$ cat src/rtl/core/pif_pkg.sv
// shared widths, character codes and helpers for the integer formatter
package pif_pkg;

  localparam int LONG_BITS  = 64;
  localparam int COUNT_BITS = 16;

  localparam int CHAR_W   = 8;
  localparam int ARG_W    = 64;
  localparam int CHARS_W  = 16;
  localparam int S_DATA_W = CHAR_W + ARG_W;
  localparam int M_DATA_W = CHAR_W + CHARS_W;

  localparam int DEC_DIGITS = 20;
  localparam int HEX_DIGITS = ARG_W / 4;
  localparam int DIG_W      = DEC_DIGITS * 4;
  localparam int REM_W      = $clog2(DEC_DIGITS + 1);
  localparam int PRE_CHARS  = 6;
  localparam int PRE_W      = PRE_CHARS * CHAR_W;
  localparam int PLEN_W     = $clog2(PRE_CHARS + 1);

  localparam logic [ARG_W-1:0]      LONG_MASK = {ARG_W{1'b1}} >> (ARG_W - LONG_BITS);
  localparam logic [COUNT_BITS-1:0] COUNT_CAP = {COUNT_BITS{1'b1}};

  localparam logic [1:0] SIZE_INT  = 2'd0;
  localparam logic [1:0] SIZE_LONG = 2'd1;
  localparam logic [1:0] SIZE_LL   = 2'd2;

  localparam logic [7:0] CHR_NUL   = 8'h00;
  localparam logic [7:0] CHR_PCT   = 8'h25;
  localparam logic [7:0] CHR_MINUS = 8'h2D;
  localparam logic [7:0] CHR_DOT   = 8'h2E;
  localparam logic [7:0] CHR_ZERO  = 8'h30;
  localparam logic [7:0] CHR_ONE   = 8'h31;
  localparam logic [7:0] CHR_NINE  = 8'h39;
  localparam logic [7:0] CHR_UA    = 8'h41;
  localparam logic [7:0] CHR_LA    = 8'h61;
  localparam logic [7:0] CHR_C     = 8'h63;
  localparam logic [7:0] CHR_D     = 8'h64;
  localparam logic [7:0] CHR_I     = 8'h69;
  localparam logic [7:0] CHR_L     = 8'h6C;
  localparam logic [7:0] CHR_P     = 8'h70;
  localparam logic [7:0] CHR_U     = 8'h75;
  localparam logic [7:0] CHR_X     = 8'h78;

  // first character in the low byte
  localparam logic [PRE_W-1:0] NULL_STR =
    {8'h29, 8'h6C, 8'h6C, 8'h75, 8'h6E, 8'h28};
  localparam logic [PRE_W-1:0] PTR_PREFIX = PRE_W'({CHR_X, CHR_ZERO});

  function automatic logic [ARG_W-1:0] mask_arg(input logic [ARG_W-1:0] v,
                                                input logic [1:0] lvl);
    logic [ARG_W-1:0] r;
    case (lvl)
      SIZE_INT:  r = {{(ARG_W-32){1'b0}}, v[31:0]};
      SIZE_LONG: r = v & LONG_MASK;
      default:   r = v;
    endcase
    return r;
  endfunction

  function automatic logic [7:0] hex_char(input logic [3:0] d, input logic upper);
    logic [7:0] r;
    if (d < 4'd10) r = CHR_ZERO + 8'(d);
    else if (upper) r = CHR_UA + 8'(d) - 8'd10;
    else r = CHR_LA + 8'(d) - 8'd10;
    return r;
  endfunction

endpackage

$ cat src/rtl/core/printf_integer_formatter.sv
// printf-style integer formatter with bit-serial binary to decimal conversion
//
// input stream: one transaction per format character; tdata carries the
// character and the 64-bit argument a conversion would consume, tuser marks
// the first character of a new format string (clears count and escape).
// output stream: one transaction per emitted character with the running
// character count; tlast marks the final character caused by one input.
// s_axis_tready is high only while the sequencer is idle, one item at a time;
// the sequencer is idle again the cycle after it loads its last character into the output register.
// per item: plain characters, %c and %% pass through the prefix state to the
// output register; %x emits its hex digits, skipping leading zeros outside
// the precision (never the last digit); %p emits the null text, else the 0x
// prefix and 16 upper-case hex digits; %d, %i and %u first shift all 64
// argument bits through shift-and-add-3 on a 20-digit bcd shift register,
// then emit an optional sign and the 20 digits, leading zeros skipped alike.
// characters go out at one per cycle while the output register is free.
// a stalled receiver holds the output register and freezes emission; the
// next input item can still be taken while the last character waits.
// reset (rst, synchronous) empties the output register, clears any escape
// and clears the count.
module printf_integer_formatter (
  input  logic                          clk,
  input  logic                          rst,
  input  logic                          s_axis_tvalid,
  output logic                          s_axis_tready,
  input  logic [pif_pkg::S_DATA_W-1:0]  s_axis_tdata,   // fmt_char, arg_value
  input  logic [0:0]                    s_axis_tuser,   // first
  output logic                          m_axis_tvalid,
  input  logic                          m_axis_tready,
  output logic [pif_pkg::M_DATA_W-1:0]  m_axis_tdata,   // out_char, chars_emitted
  output logic                          m_axis_tlast    // last
);
  import pif_pkg::*;

  typedef enum logic [1:0] {S_IDLE, S_CONV, S_PRE, S_DIG} state_t;

  state_t                  state;
  logic                    in_escape;
  logic [1:0]              size_level;
  logic                    dot_seen;
  logic [3:0]              prec;
  logic [COUNT_BITS-1:0]   char_count;

  // emission job
  logic [PRE_W-1:0]        pre_chars;
  logic [PLEN_W-1:0]       pre_len;
  logic                    has_dig;
  logic [DIG_W-1:0]        dig;
  logic [ARG_W-1:0]        bin;
  logic [5:0]              cyc;
  logic [REM_W-1:0]        rem;
  logic                    started;
  logic                    upper;

  // output register
  logic [CHAR_W-1:0]       m_char;
  logic [CHARS_W-1:0]      m_count;

  // decoded input
  logic                    acc;
  logic                    first;
  logic [CHAR_W-1:0]       c;
  logic [ARG_W-1:0]        arg;
  logic                    eff_esc;
  logic [1:0]              eff_size;
  logic                    eff_dot;
  logic [3:0]              eff_prec;
  logic [ARG_W-1:0]        masked;
  logic [ARG_W-1:0]        neg_mag;
  logic                    neg;

  logic [DIG_W-1:0]        dig_adj;
  logic                    slot_free;
  logic [3:0]              top;
  logic                    skip;
  logic                    emit;
  logic [CHAR_W-1:0]       emit_char;
  logic                    emit_last;
  logic [COUNT_BITS-1:0]   cnt_inc;

  assign s_axis_tready = (state == S_IDLE);
  assign m_axis_tdata  = {m_count, m_char};

  always_comb begin
    acc      = s_axis_tvalid && s_axis_tready;
    first    = s_axis_tuser[0];
    c        = s_axis_tdata[CHAR_W-1:0];
    arg      = s_axis_tdata[S_DATA_W-1:CHAR_W];
    // a first character drops any escape in progress
    eff_esc  = in_escape && !first;
    eff_size = first ? SIZE_INT : size_level;
    eff_dot  = dot_seen && !first;
    eff_prec = first ? 4'd0 : prec;
    masked   = mask_arg(arg, eff_size);
    neg_mag  = mask_arg(~masked + 64'd1, eff_size);
    case (eff_size)
      SIZE_INT:  neg = masked[31];
      SIZE_LONG: neg = masked[LONG_BITS-1];
      default:   neg = masked[ARG_W-1];
    endcase

    // double dabble: add 3 to every bcd digit of 5 or more before the shift
    for (int i = 0; i < DEC_DIGITS; i++) begin
      dig_adj[i*4 +: 4] = (dig[i*4 +: 4] >= 4'd5) ? dig[i*4 +: 4] + 4'd3 : dig[i*4 +: 4];
    end

    slot_free = !m_axis_tvalid || m_axis_tready;
    top       = dig[DIG_W-1 -: 4];
    // leading zero outside the precision and not the final digit
    skip      = !started && (rem > REM_W'(1)) && (rem > REM_W'(prec)) && (top == 4'd0);

    emit      = 1'b0;
    emit_char = pre_chars[CHAR_W-1:0];
    emit_last = 1'b0;
    if (state == S_PRE) begin
      emit      = slot_free;
      emit_last = (pre_len == PLEN_W'(1)) && !has_dig;
    end else if (state == S_DIG && !skip) begin
      emit      = slot_free;
      emit_char = hex_char(top, upper);
      emit_last = (rem == REM_W'(1));
    end
    cnt_inc = (char_count == COUNT_CAP) ? char_count : char_count + COUNT_BITS'(1);
  end

  always_ff @(posedge clk) begin
    if (rst) begin
      state         <= S_IDLE;
      in_escape     <= 1'b0;
      size_level    <= SIZE_INT;
      dot_seen      <= 1'b0;
      prec          <= 4'd0;
      char_count    <= '0;
      m_axis_tvalid <= 1'b0;
    end else begin
      // output register
      if (emit) begin
        m_axis_tvalid <= 1'b1;
        m_char        <= emit_char;
        m_axis_tlast  <= emit_last;
        m_count       <= CHARS_W'(cnt_inc);
        char_count    <= cnt_inc;
      end else if (m_axis_tready) begin
        m_axis_tvalid <= 1'b0;
      end

      unique case (state)
        S_IDLE: begin
          if (acc) begin
            if (first) char_count <= '0;
            in_escape  <= eff_esc;
            size_level <= eff_size;
            dot_seen   <= eff_dot;
            prec       <= eff_prec;
            started    <= 1'b0;
            upper      <= 1'b0;
            has_dig    <= 1'b0;
            pre_len    <= '0;
            if (c == CHR_NUL) begin
              in_escape <= 1'b0;
            end else if (eff_esc) begin
              in_escape <= 1'b0;
              unique case (c) inside
                CHR_L: begin
                  in_escape <= 1'b1;
                  if (eff_size != SIZE_LL) size_level <= eff_size + 2'd1;
                end
                CHR_DOT: begin
                  in_escape <= 1'b1;
                  dot_seen  <= 1'b1;
                end
                CHR_ZERO: in_escape <= 1'b1;
                [CHR_ONE:CHR_NINE]: begin
                  in_escape <= 1'b1;
                  if (eff_dot) prec <= 4'(c - CHR_ZERO);
                end
                CHR_PCT: begin
                  pre_chars <= PRE_W'(CHR_PCT);
                  pre_len   <= PLEN_W'(1);
                  state     <= S_PRE;
                end
                CHR_C: begin
                  pre_chars <= PRE_W'(arg[CHAR_W-1:0]);
                  pre_len   <= PLEN_W'(1);
                  state     <= S_PRE;
                end
                CHR_D, CHR_I: begin
                  pre_chars <= PRE_W'(CHR_MINUS);
                  pre_len   <= neg ? PLEN_W'(1) : PLEN_W'(0);
                  bin       <= neg ? neg_mag : masked;
                  dig       <= '0;
                  cyc       <= '0;
                  rem       <= REM_W'(DEC_DIGITS);
                  has_dig   <= 1'b1;
                  state     <= S_CONV;
                end
                CHR_U: begin
                  bin     <= masked;
                  dig     <= '0;
                  cyc     <= '0;
                  rem     <= REM_W'(DEC_DIGITS);
                  has_dig <= 1'b1;
                  state   <= S_CONV;
                end
                CHR_X: begin
                  dig     <= {masked, {(DIG_W-ARG_W){1'b0}}};
                  rem     <= REM_W'(HEX_DIGITS);
                  has_dig <= 1'b1;
                  state   <= S_DIG;
                end
                CHR_P: begin
                  if (arg == '0) begin
                    pre_chars <= NULL_STR;
                    pre_len   <= PLEN_W'(PRE_CHARS);
                  end else begin
                    pre_chars <= PTR_PREFIX;
                    pre_len   <= PLEN_W'(2);
                    dig       <= {arg, {(DIG_W-ARG_W){1'b0}}};
                    rem       <= REM_W'(HEX_DIGITS);
                    has_dig   <= 1'b1;
                    started   <= 1'b1;
                    upper     <= 1'b1;
                  end
                  state <= S_PRE;
                end
                default: ;
              endcase
            end else if (c == CHR_PCT) begin
              in_escape  <= 1'b1;
              size_level <= SIZE_INT;
              dot_seen   <= 1'b0;
              prec       <= 4'd0;
            end else begin
              pre_chars <= PRE_W'(c);
              pre_len   <= PLEN_W'(1);
              state     <= S_PRE;
            end
          end
        end
        S_CONV: begin
          // shift one binary bit into the bcd register per cycle
          dig <= {dig_adj[DIG_W-2:0], bin[ARG_W-1]};
          bin <= {bin[ARG_W-2:0], 1'b0};
          cyc <= cyc + 6'd1;
          if (cyc == 6'd63) state <= (pre_len != '0) ? S_PRE : S_DIG;
        end
        S_PRE: begin
          if (emit) begin
            pre_chars <= pre_chars >> CHAR_W;
            pre_len   <= pre_len - PLEN_W'(1);
            if (pre_len == PLEN_W'(1)) state <= has_dig ? S_DIG : S_IDLE;
          end
        end
        S_DIG: begin
          if (skip || emit) begin
            dig <= dig << 4;
            rem <= rem - REM_W'(1);
            if (emit) started <= 1'b1;
            if (emit && rem == REM_W'(1)) state <= S_IDLE;
          end
        end
        default: state <= S_IDLE;
      endcase
    end
  end

  // digit phase always has a digit left to emit
  a_rem_live: assert property (@(posedge clk) disable iff (rst)
    state == S_DIG |-> rem != '0)
    else $error("digit phase with no digits left");

  // prefix phase always has a character left to emit
  a_pre_live: assert property (@(posedge clk) disable iff (rst)
    state == S_PRE |-> pre_len != '0)
    else $error("prefix phase with no characters left");

  // within one input item the count steps by one per character
  a_count_step: assert property (@(posedge clk) disable iff (rst)
    (m_axis_tvalid && m_axis_tready && !m_axis_tlast) |=>
      (!m_axis_tvalid
       || m_axis_tdata[CHAR_W +: CHARS_W] == $past(m_axis_tdata[CHAR_W +: CHARS_W]) + 16'd1
       || $past(m_axis_tdata[CHAR_W +: CHARS_W]) == CHARS_W'(COUNT_CAP)))
    else $error("character count did not advance within an item");

  // no new transaction is taken while a job is in flight
  a_busy: assert property (@(posedge clk) disable iff (rst)
    (state == S_CONV || state == S_DIG) |-> !s_axis_tready)
    else $error("input accepted while busy");

endmodule

$ cat config.mk
export PLATFORM = sky130hd
export DESIGN_NAME = printf_integer_formatter
export DESIGN_NICKNAME = d
export VERILOG_FILES = /design/src/rtl/core/pif_pkg.sv /design/src/rtl/core/printf_integer_formatter.sv
export SDC_FILE = /design/constraint.sdc
export NUM_CORES = 1
export LEC_CHECK = 0
export BUFFER_PORTS_ARGS = -buffer_cell sky130_fd_sc_hd__buf_2
export CAP_MARGIN = 20
export CORE_MARGIN = 8
export CORE_UTILIZATION = 60
export CTS_BUF_LIST = sky130_fd_sc_hd__clkbuf_8
export CTS_CLUSTER_SIZE = 8
export DETAILED_ROUTE_END_ITERATION = 16
export PLACE_DENSITY = 0.79
export SYNTH_ARGS = -nofsm -noshare
export SYNTH_HDL_FRONTEND = slang
export SYNTH_SLANG_ARGS = --single-unit
$ cat constraint.sdc
create_clock -name clk -period 9.25 [get_ports clk]
set_input_delay 0.925 -clock clk [delete_from_list [all_inputs] [get_ports clk]]
set_output_delay 0.925 -clock clk [all_outputs]
set_load 0.01 [all_outputs]
# Word-level counts from Yosys, hierarchy flattened
# Cells that the tools add are included.
totals:
  output_inout_bits: 27
  inputBits: 77
  elab_cells: 281
  ff_bits: 261
op_classes:
  n_mux: 122
  n_eq_ne: 34
  addsub: 32
  n_bitwise: 3
  n_reduce_logical: 46
  n_lt_le_gt_ge: 25
op_table:
  columns: ["cell", "count"]
  rows:
  - ["80-bit case mux with 3 select lines", 2]
  - ["80-bit two-way mux", 5]
  - ["64-bit two-way mux", 6]
  - ["64-bit case mux with 2 select lines", 2]
  - ["48-bit two-way mux", 5]
  - ["48-bit case mux with 4 select lines", 1]
  - ["4-bit two-way mux", 25]
  - ["48-bit case mux with 2 select lines", 1]
  - ["4-bit by 3-bit greater-or-equal comparator with 1-bit output, second input constant", 20]
  - ["16-bit two-way mux", 5]
  - ["4-bit by 2-bit adder with 4-bit output, second input constant", 19]
  - ["64-bit by 1-bit adder with 64-bit output, second input constant", 1]
  - ["64-bit logical NOT", 1]
  - ["64-bit NOT", 1]
  - ["8-bit by 7-bit == test with 1-bit output, second input constant", 7]
  - ["46-bit two-way mux", 1]
  - ["2-bit two-way mux", 16]
  - ["8-bit two-way mux", 4]
  - ["1-bit two-way mux", 25]
  - ["5-bit two-way mux", 5]
  - ["8-bit by 6-bit == test with 1-bit output, second input constant", 3]
  - ["6-bit two-way mux", 4]
  - ["3-bit two-way mux", 6]
  - ["16-bit by 1-bit adder with 16-bit output, second input constant", 1]
  - ["other kinds (55)", 96]

# Depth between registers and ports, before layout
# Gate-level depths: netlist of the first run.
depth:
  word_depth: 12
  mapped_depth: 10
  depth_no_buf: 8

# Worst setup path after synthesis of the first run
# Ideal clock, no wire load.
synth_timing:
  path_type: "input to register"
  start: "input s_axis_tdata[2] (netlist name)"
  end: "register dig[0], enable pin"
  setup_time_ns: 0.617
  path_slack_ns: 1.050
  cell_stages: 7
  n_path_buf: 1
  t_arrival_ns: 7.583
  path_cell_list: "clkbuf_1 > or3b_2 > a21oi_1 > o21ai_0 > nand2_1 > a31oi_1 > nor3_1"
synth_via:
  elab_chain_cells: 4
  word_cells_on_any_way: 11
synth_rtl:
  columns: ["element", "line_no", "source"]
  rows:
  - ["start, declared", "printf_integer_formatter.sv:26", "input logic [pif_pkg::S_DATA_W-1:0] s_axis_tdata,"]
  - ["8-bit by 7-bit == test with 1-bit output (no source line)", null, null]
  - ["3-bit OR reduction (no source line)", null, null]
  - ["4-bit by 2-bit inequality test with 1-bit output (no source line)", null, null]
  - ["8-bit AND reduction (no source line) (*)", null, null]
  - ["end signal, assigned", "printf_integer_formatter.sv:206", "dig <= {masked, {(DIG_W-ARG_W){1'b0}}};"]
  - ["end signal, assigned", "printf_integer_formatter.sv:218", "dig <= {arg, {(DIG_W-ARG_W){1'b0}}};"]
  - ["end signal, assigned", "printf_integer_formatter.sv:242", "dig <= {dig_adj[DIG_W-2:0], bin[ARG_W-1]};"]
  - ["end, declared", "printf_integer_formatter.sv:48", "logic [DIG_W-1:0] dig;"]
# Mark *: on every way between the ends. The rest lies on a longest branch, timed or not.
# A chain may end at the register's enable or synchronous reset.

# Worst setup path after layout of the first run
layout_timing:
  start: "register dig[77]"
  end: "register dig[57], enable pin"
layout_via:
  elab_chain_cells: 9
layout_rtl:
  columns: ["element", "line_no", "source"]
  rows:
  - ["4-bit logical NOT (*)", "printf_integer_formatter.sv:110", "skip = !started && (rem > REM_W'(1)) && (rem > REM_W'(prec)) && (top == 4'd0);"]
  - ["1-bit logical AND (*)", "printf_integer_formatter.sv:110", null]
  - ["1-bit logical NOT", "printf_integer_formatter.sv:118", "end else if (state == S_DIG && !skip) begin"]
  - ["1-bit logical AND", "printf_integer_formatter.sv:118", null]
  - ["1-bit two-way mux", "printf_integer_formatter.sv:118", null]
  - ["1-bit two-way mux", "printf_integer_formatter.sv:115", "if (state == S_PRE) begin"]
  - ["1-bit logical OR (*)", "printf_integer_formatter.sv:255", "if (skip || emit) begin"]
  - ["2-bit by 1-bit inequality test with 1-bit output (no source line) (*)", null, null]
  - ["8-bit AND reduction (no source line) (*)", null, null]
# Marks and branches as above.

==> results of run 1 <==
placed cells by master (no fill, tap or decap), types with 14 or more instances in the layout:
| master | synthesis | final |
|---|---|---|
| nor3_1 | 31 | 29 |
| a31oi_1 | 29 | 29 |
| dfxtp_1 | 27 | 27 |
| a22oi_1 | 22 | 22 |
| a21oi_1 | 104 | 103 |
| buf_4 | 0 | 16 |
| a21o_1 | 22 | 22 |
| o21ai_0 | 128 | 128 |
| inv_1 | 66 | 79 |
| nor2_1 | 120 | 118 |
| nor4_1 | 16 | 15 |
| nor3b_1 | 14 | 14 |
| o21ai_1 | 15 | 15 |
| edfxtp_1 | 211 | 211 |
| ha_1 | 58 | 56 |
| clkbuf_8 | 0 | 53 |
| buf_2 | 2 | 104 |
| and2_1 | 14 | 14 |
| xnor2_1 | 64 | 64 |
| nand2b_1 | 41 | 41 |
| xor2_1 | 33 | 33 |
| nand3_1 | 30 | 30 |
| a221o_1 | 34 | 34 |
| nand2_1 | 251 | 251 |
cell families (layout without fill, tap and decap cells):
group / after synthesis / after routing / synth area share (%)
AND/OR/NAND/NOR: 604 / 604 / 19.4
AO/OA/AOI/OAI: 437 / 437 / 19.0
flip-flops: 238 / 238 / 46.3
buffers and inverters: 147 / 264 / 3.84
XOR/XNOR: 97 / 97 / 5.73
adder cells (fa/ha/maj): 58 / 58 / 4.89
multiplexers: 11 / 11 / 0.818
other: 0 / 6 / 0
report_power, final:
part	total [mW]	internal, mW	switching, mW
Clock	1.02	0.570	0.445
Combinational	0.970	0.331	0.639
Sequential	1.51	1.41	0.0935
Total	3.49	2.31	1.18
cell usage after synthesis, drive strengths merged (13+ instances only):
cell and n:
o21ai 143, xnor2 64, dfxtp 27, edfxtp 211, o31ai 19, and2 14
nor3 31, a221o 34, nand2 251, a21o 22, clkbuf 71, a22oi 22
nor3b 14, nand2b 41, a31oi 29, nor4 17, a21oi 104, nand3 30
o211ai 13, inv 66, xor2 33, and3 13, nor2 120, ha 58
tightest hold or removal path, cell delays in order, from the launching register on:
cell and delay [ns]:
dfxtp_1 0.32, nand2_1 0.06, a21oi_1 0.06
path summary, 6_finish.rpt:
kind                   from              to  slack, ns  cells past startpoint
max                 dig[77]         dig[57]       5.72                      9
min          char_count[10]  char_count[10]       0.48                      2
max reg2reg         dig[77]         dig[57]       5.72                      9
min reg2reg  char_count[10]  char_count[10]       0.48                      2
through the flow:
step	total power, mW	util, %	worst slack [ns]	hold WS [ns]	area [µm²]
CTS	3.50	67.8	5.71	0.483	16500
global placement	2.45	64.2	5.31	0.462	15600
detailed placement	2.49	64.2	5.22	0.470	15600
floorplan	2.20	-	1.05	0.441	14800
finish	3.49	67.9	5.72	0.484	16500
global route	3.67	67.9	5.48	0.507	16500
area by class of cell:
type                       instances  area, µm²  area share [%]
multi-input combinational       1207       7450            45.1
sequential                       238       6880            41.6
clock buffer                      53        729            4.42
timing repair buffer             120        641            3.88
tap                              324        405            2.45
inverter                          67        251            1.52
clock inverter                    24        149           0.901
antenna                            6       15.0          0.0909
layer usage:
| layer | share of wire (%) | vias to the layer above | track usage, % | routed length (µm) |
|---|---|---|---|---|
| li1 | - | 5986 | - | - |
| met1 | 41 | 5902 | 32.3 | 15800 |
| met2 | 47 | 607 | 39.9 | 17900 |
| met3 | 9.1 | 102 | 4.33 | 3470 |
| met4 | 2.6 | 0 | 10.1 | 982 |
| met5 | 0 | - | 0 | 0 |
registers in the layout, summed over array words and instances (netlist names):
name           flops
dot_seen           1
size_level         2
state              2
m_axis_tlast       1
m_count           16
rem                5
dig               80
m_axis_tvalid      1
pre_len            3
m_char             8
upper              1
char_count        16
has_dig            1
prec               4
bin               64
started            1
pre_chars         25
in_escape          1
cyc                6
==> results.ini, run 1 <==
[critical_path]
critPathMaxFanout=59
crit_top_cell=nand2_1
slowest_stage=buf_4
worstSetupEndpointType=register
worstSetupPathType=reg -> reg
critPathArrivalTime_ns=3.72
path_delay_family=simple AND/OR/NAND/NOR gates
path_buf_inv=2
worst_ep_required_time_ns=9.44
slowest_delay_ns=0.65
worstPathCellList=inv_1 -> ha_1 -> nor4b_1 -> nand2_1 -> a221oi_1 -> or3_1 -> nand2_1 -> nor3_2 -> buf_4
cp-start-kind=register

[logic_synthesis]
yosysTopAreaCellShare_pct=42.7
yosys_warnings=0
ys_seq_elements=238
synth-seq-area-share_pct=46.3
synthesis.area_um2=14800
synth_cell_type_count=70
syn-num-nets=1727
synth_edf_count=211
netlist_instances=1592
avgSynthCellArea_um2=9.32
yosys-top-cells-area=edfxtp_1, nand2_1, ha_1
synthArstFlopShare_pct=0
synth_flop_cell=edfxtp_1
yosys.area.top_type=edfxtp_1

[clock_tree]
cts-htree-levels=2
cts.clk_slew.worst_paths_ns=0.06
cts.sinks=238
cts_buffer_depth=3
post_cts_buffers=0
hold_buffers=0
cts_tree=yes
ctsResizeCount=0
cts_buffers=42
insertion_delay_ns=0.57
cts-root-buf=clkbuf_8

[final_layout]
area_growth_pct=11.3
n_fill_cell=1897
stdcell_count=2039
drive_gt1_share_pct=13.3
nets=1811

[timing]
tns_ns=0
post-route-min-period_ns=3.53
worst_pin_slew_ns=1.08
fin_skew_ns=0.0192
slew_headroom_pct=27.4
rsz0062_at_grt=false
final-setup-viol-count=0
timing.fmax_mhz=284
final_hold_viol_count=0
maxSlewViolCount=0
finalCritPeriodShare_pct=38.1

[die]
dieArea_um2=30000
die_h_um=173
die_x_um=173
core_area_um2=24300
start_util_pct=61.0
ios=104
rows=57

[global_route]
antenna_found_initial=3
grt_max_degree=101
grt_overflow_total=0
grt_pass1_wl_um=61100
grt_usage_pct=24.6
grt_pass1_vias=12200

[placed_design]
io_buffer_count=103
dp_hpwl_um=26300
globalplace.congestion=0.915
dpl.cell_count=1955

[power_and_ir_drop]
leakagePower_nw=6.23
power.density_nw_per_um2=211
ir_drop_v=0.000163

[routing]
final_antenna_net_count=0
drc=0
first_pass_iters=6
route.detailed.wl_per_inst_um=18.7
via_per_inst=6.18
drtIter0Drc=1400
via_count=12600
wirelength_um=38200

[hold_path]
hp-class=reg -> reg

[status]
status=finished, final reports clean

[run]
cap_violations=0

(Power assumes the default switching activity.)
==> inputs of run 2 (changes only) <==
Settings changed: CORE_UTILIZATION 60 to 57.
Clock period 9.25 ns to 3.05 ns, I/O delays scaled along.
==> results.ini, run 2 (synthesized netlist as in run 1, its figures left out) <==
[power_and_ir_drop]
p_comb_share_pct=29.9
ir_drop_v=0.000860
switchingPower_mw=3.64
leakagePower_nw=6.41
clkPwrFrac_pct=26.3
power.density_nw_per_um2=620
p_seq_share_pct=43.8
p_int_mw=6.76
swShare_pct=35.0
p_total_mw=10.4

[clock_tree]
cts_buffer_depth=3
cts.clk_slew.worst_paths_ns=0.06
ctsResizeCount=0
insertion_delay_ns=0.56
hold_buffers=0
cts_buffers=43
cts-htree-levels=2
post_cts_buffers=0
cts-root-buf=clkbuf_8
cts.sinks=238
cts_tree=yes

[routing]
first_pass_iters=6
drtIter0Drc=1237
route.detailed.wl_per_inst_um=18.9
wirelength_um=39300
drc=0
via_per_inst=6.17
final_antenna_net_count=0
via_count=12800

[final_layout]
multi_input_area_um2=7470
antennaDiodeCount=0
nets=1846
drive_gt1_share_pct=14.8
stdcell_count=2079
layout_common_cells=nand2_1, edfxtp_1, o21ai_0
area_growth_pct=13.0
final_common_cell=nand2_1
n_fill_cell=2105
largest_register=dig
final_util_pct=64.9
reg_top3=dig x80, bin x64, pre_chars x25
largest_reg_flops=80
seqCellArea_um2=6880
final_area_um2=16800

[run]
cap_violations=0

[global_route]
grt_overflow_total=0
grt_usage_pct=24.7
grt_pass1_wl_um=63600
grt_pass1_vias=12500
antenna_found_initial=1
grt_max_degree=79

[timing]
maxSlewViolCount=0
slew_headroom_pct=33.8
timing.fmax_mhz=354
finalCritPeriodShare_pct=92.7
fin_skew_ns=0.0246
worst_pin_slew_ns=0.989
rsz0062_at_grt=false
post-route-min-period_ns=2.83
final-setup-viol-count=0
final.setup.worst_slack_ns=0.222
final_hold_viol_count=0

[critical_path]
worstSetupPathType=reg -> reg
r2r_cells=8
worstSetupEndpointType=register
r2r-start=dig[77]
r2r-end=rem[2]
cp-start-kind=register
r2r_slack_ns=0.22
worst_ep_required_time_ns=3.22
critPathMaxFanout=6
critPathArrivalTime_ns=2.99

[placed_design]
dpl_cell_area_um2=16000
dp_hpwl_um=27300
pre_cts_ws_ns=0.0452
dpl.cell_count=2001
globalplace.congestion=0.919
io_buffer_count=103

[die]
die_h_um=177
core_area_um2=25800
start_util_pct=57.4
die_x_um=177
dieArea_um2=31400
rows=59
ios=104

[hold_path]
min_path_cells=2
holdPathEnd=dig[40]
hp-class=in -> reg
hold_start=s_axis_tdata[32]

[status]
status=finished, final reports clean

-- run 2: cell count changes in the layout (fill, tap and decap cells not counted), sizes merged --
cell    before  now
bufinv       2    0
clkbuf      53   46
clkinv       8    6
buf        120  154
inv         80   92
diode        6    0
-- run 2: routing by layer --
metal	GRT usage (%)	vias up	part of all wire (%)
li1	-	6053	-
met1	32.9	6100	42
met2	39.6	581	46
met3	4.30	99	8.7
met4	9.83	2	3.3
met5	0	-	0.033
-- run 2: layout make-up --
type	count	share of cell area [%]
Clock buffer	46	3.78
Clock inverter	32	0.784
Inverter	67	1.50
Multi-Input combinational cell	1207	44.6
Sequential cell	238	41.0
Tap cell	335	2.50
Timing Repair Buffer	154	5.85
-- run 2: stage by stage --
stage	setup TNS, ns	hold WS [ns]
3_3_place_gp	0	0.460
2_1_floorplan	-62.54	0.441
5_1_grt	0	0.0712
6_report	0	0.0800
3_5_place_dp	0	0.469
4_1_cts	0	0.0593
-- run 2: worst max path at each step --
stage / start / end / slack, ns / cells after the start
final: dig[77] / rem[2] / 0.22 / 8
after global routing: dig[76] / rem[2] / 0.04 / 8
after CTS: dig[76] / rem[2] / 0.23 / 8
after detailed placement: s_axis_tdata[22] / dig[30] / 0.05 / 9
after global placement: s_axis_tdata[22] / dig[35] / 0.12 / 9
after floorplan: rem[1] / dig[0] / -0.77 / 7
-- run 2: critical path, cell delays in order (launching register included) --
cell,delay (ns)
edfxtp_1,0.45
inv_2,0.14
ha_1,0.15
nor4b_2,0.34
nand2_1,0.14
a221oi_2,0.24
or3_4,0.22
nand2_4,0.07
nor3_1,0.70
-- run 2: power groups by stage --
stage	logic, mW	clock network (mW)	registers (mW)
floorplan	2.08	0	4.58
global placement	2.95	0	4.60
detailed placement	3.07	0	4.62
CTS	3.08	2.77	4.55
global route	3.44	2.90	4.61
finish	3.10	2.74	4.56
==> inputs of run 3 (changes only) <==
Settings changed: CORE_MARGIN 8 to unset.
==> results.ini, run 3 (synthesized netlist as in run 1, its figures left out) <==
[status]
status=finished, final reports clean

[clock_tree]
cts_buffers=43
insertion_delay_ns=0.57
cts_tree=yes
hold_buffers=0
post_cts_buffers=0
cts.sinks=238
ctsResizeCount=0
cts_buffer_depth=3
cts-root-buf=clkbuf_8
cts-htree-levels=2
cts.clk_slew.worst_paths_ns=0.06

[power_and_ir_drop]
clkPwrFrac_pct=27.1
power.density_nw_per_um2=626
p_seq_share_pct=43.4
swShare_pct=34.5
p_comb_share_pct=29.5
switchingPower_mw=3.63
ir_drop_v=0.000577
p_int_mw=6.87
leakagePower_nw=6.38

[hold_path]
hp-class=in -> reg

[placed_design]
dp_hpwl_um=26100
io_buffer_count=103
globalplace.congestion=0.942

[routing]
wirelength_um=38500
drtIter0Drc=1297
first_pass_iters=6
final_antenna_net_count=0
via_count=12800
drc=0
via_per_inst=6.19
route.detailed.wl_per_inst_um=18.6

[global_route]
antenna_found_initial=1
grt_pass1_vias=12100
grt_max_degree=88
top_usage_layer=met2
use_met2_pct=47.1
met1_usage_pct=39.6
grt_overflow_total=0
grt_usage_pct=29.3
grt_pass1_wl_um=61800
grtUsageMet3_pct=4.75

[timing]
worst_pin_slew_ns=0.986
finalCritPeriodShare_pct=92.7
final-setup-viol-count=0
timing.fmax_mhz=354
rsz0062_at_grt=false
maxSlewViolCount=0
post-route-min-period_ns=2.83
final_hold_viol_count=0
slew_headroom_pct=34.2
hold_slack_ns=0.0891
fin_skew_ns=0.0262

[critical_path]
worstSetupEndpointType=register
worstSetupPathType=reg -> reg
cp-start-kind=register
critPathArrivalTime_ns=3.05
critPathMaxFanout=48
worst_ep_required_time_ns=3.27

[die]
die_x_um=163
core_area_um2=25300
start_util_pct=58.6
ios=104
dieArea_um2=26700
rows=58
die_h_um=163

[final_layout]
area_growth_pct=13.1
n_fill_cell=2057
reg_top3=dig x80, bin x64, pre_chars x25
layout_common_cells=nand2_1, edfxtp_1, o21ai_0
final_common_cell=nand2_1
largest_reg_flops=80
nets=1842
drive_gt1_share_pct=14.8
final_util_pct=66.3
largest_register=dig

[run]
cap_violations=0

## run 3: area by class of cell
type | count | area, µm² | area share, %
multi-input cells | 1207 | 7470 | 44.5
flip-flops and latches | 238 | 6880 | 41.0
repair buffers | 150 | 976 | 5.81
diodes | 2 | 5.00 | 0.0298
well taps | 330 | 413 | 2.46
clock inverters | 31 | 159 | 0.946
inverters | 67 | 251 | 1.50
clock buffers | 46 | 633 | 3.77
## run 3: worst paths after layout
path,end,cells after the start,startpoint,slack [ns]
hold / removal,dig[44],2,s_axis_tdata[36],0.09
hold reg to reg,char_count[10],2,char_count[10],0.49
setup reg to reg,dig[31],9,dig[77],0.22
setup / recovery,dig[31],9,dig[77],0.22
## run 3: worst max-delay path, stage by stage, from the launching register on
cell and delay [ns]:
edfxtp_1 0.46, inv_2 0.14, ha_1 0.16, nor4b_2 0.33, nand2_1 0.15, a221oi_2 0.26
or3_4 0.22, nand2_4 0.07, nor3_4 0.36, buf_12 0.31
## run 3: power groups by stage
stage	clock (mW)	combinational [mW]	sequential, mW
after CTS	2.89	3.07	4.56
final	2.85	3.10	4.56
after global placement	0	2.95	4.60
after detailed placement	0	3.05	4.62
after global routing	3.02	3.44	4.60
after floorplan	0	2.08	4.58
## run 3: metal layers
metal | share of wire [%] | up-vias
met3 | 9.0 | 101
li1 | - | 6047
met4 | 3.5 | 0
met1 | 42 | 6041
met2 | 46 | 628
met5 | 0 | -
## run 3: through the flow
step / cell area, µm² / power [mW] / instances / setup TNS [ns] / setup slack, ns
final: 16800 / 10.5 / 2071 / 0 / 0.224
after floorplan: 14900 / 6.65 / 1592 / -62.54 / -0.770
after CTS: 16800 / 10.5 / 2068 / 0 / 0.221
after global routing: 16800 / 11.1 / 2070 / 0 / 0.0842
after global placement: 16000 / 7.55 / 1991 / 0 / 0.142
after detailed placement: 16000 / 7.66 / 1991 / 0 / 0.0740
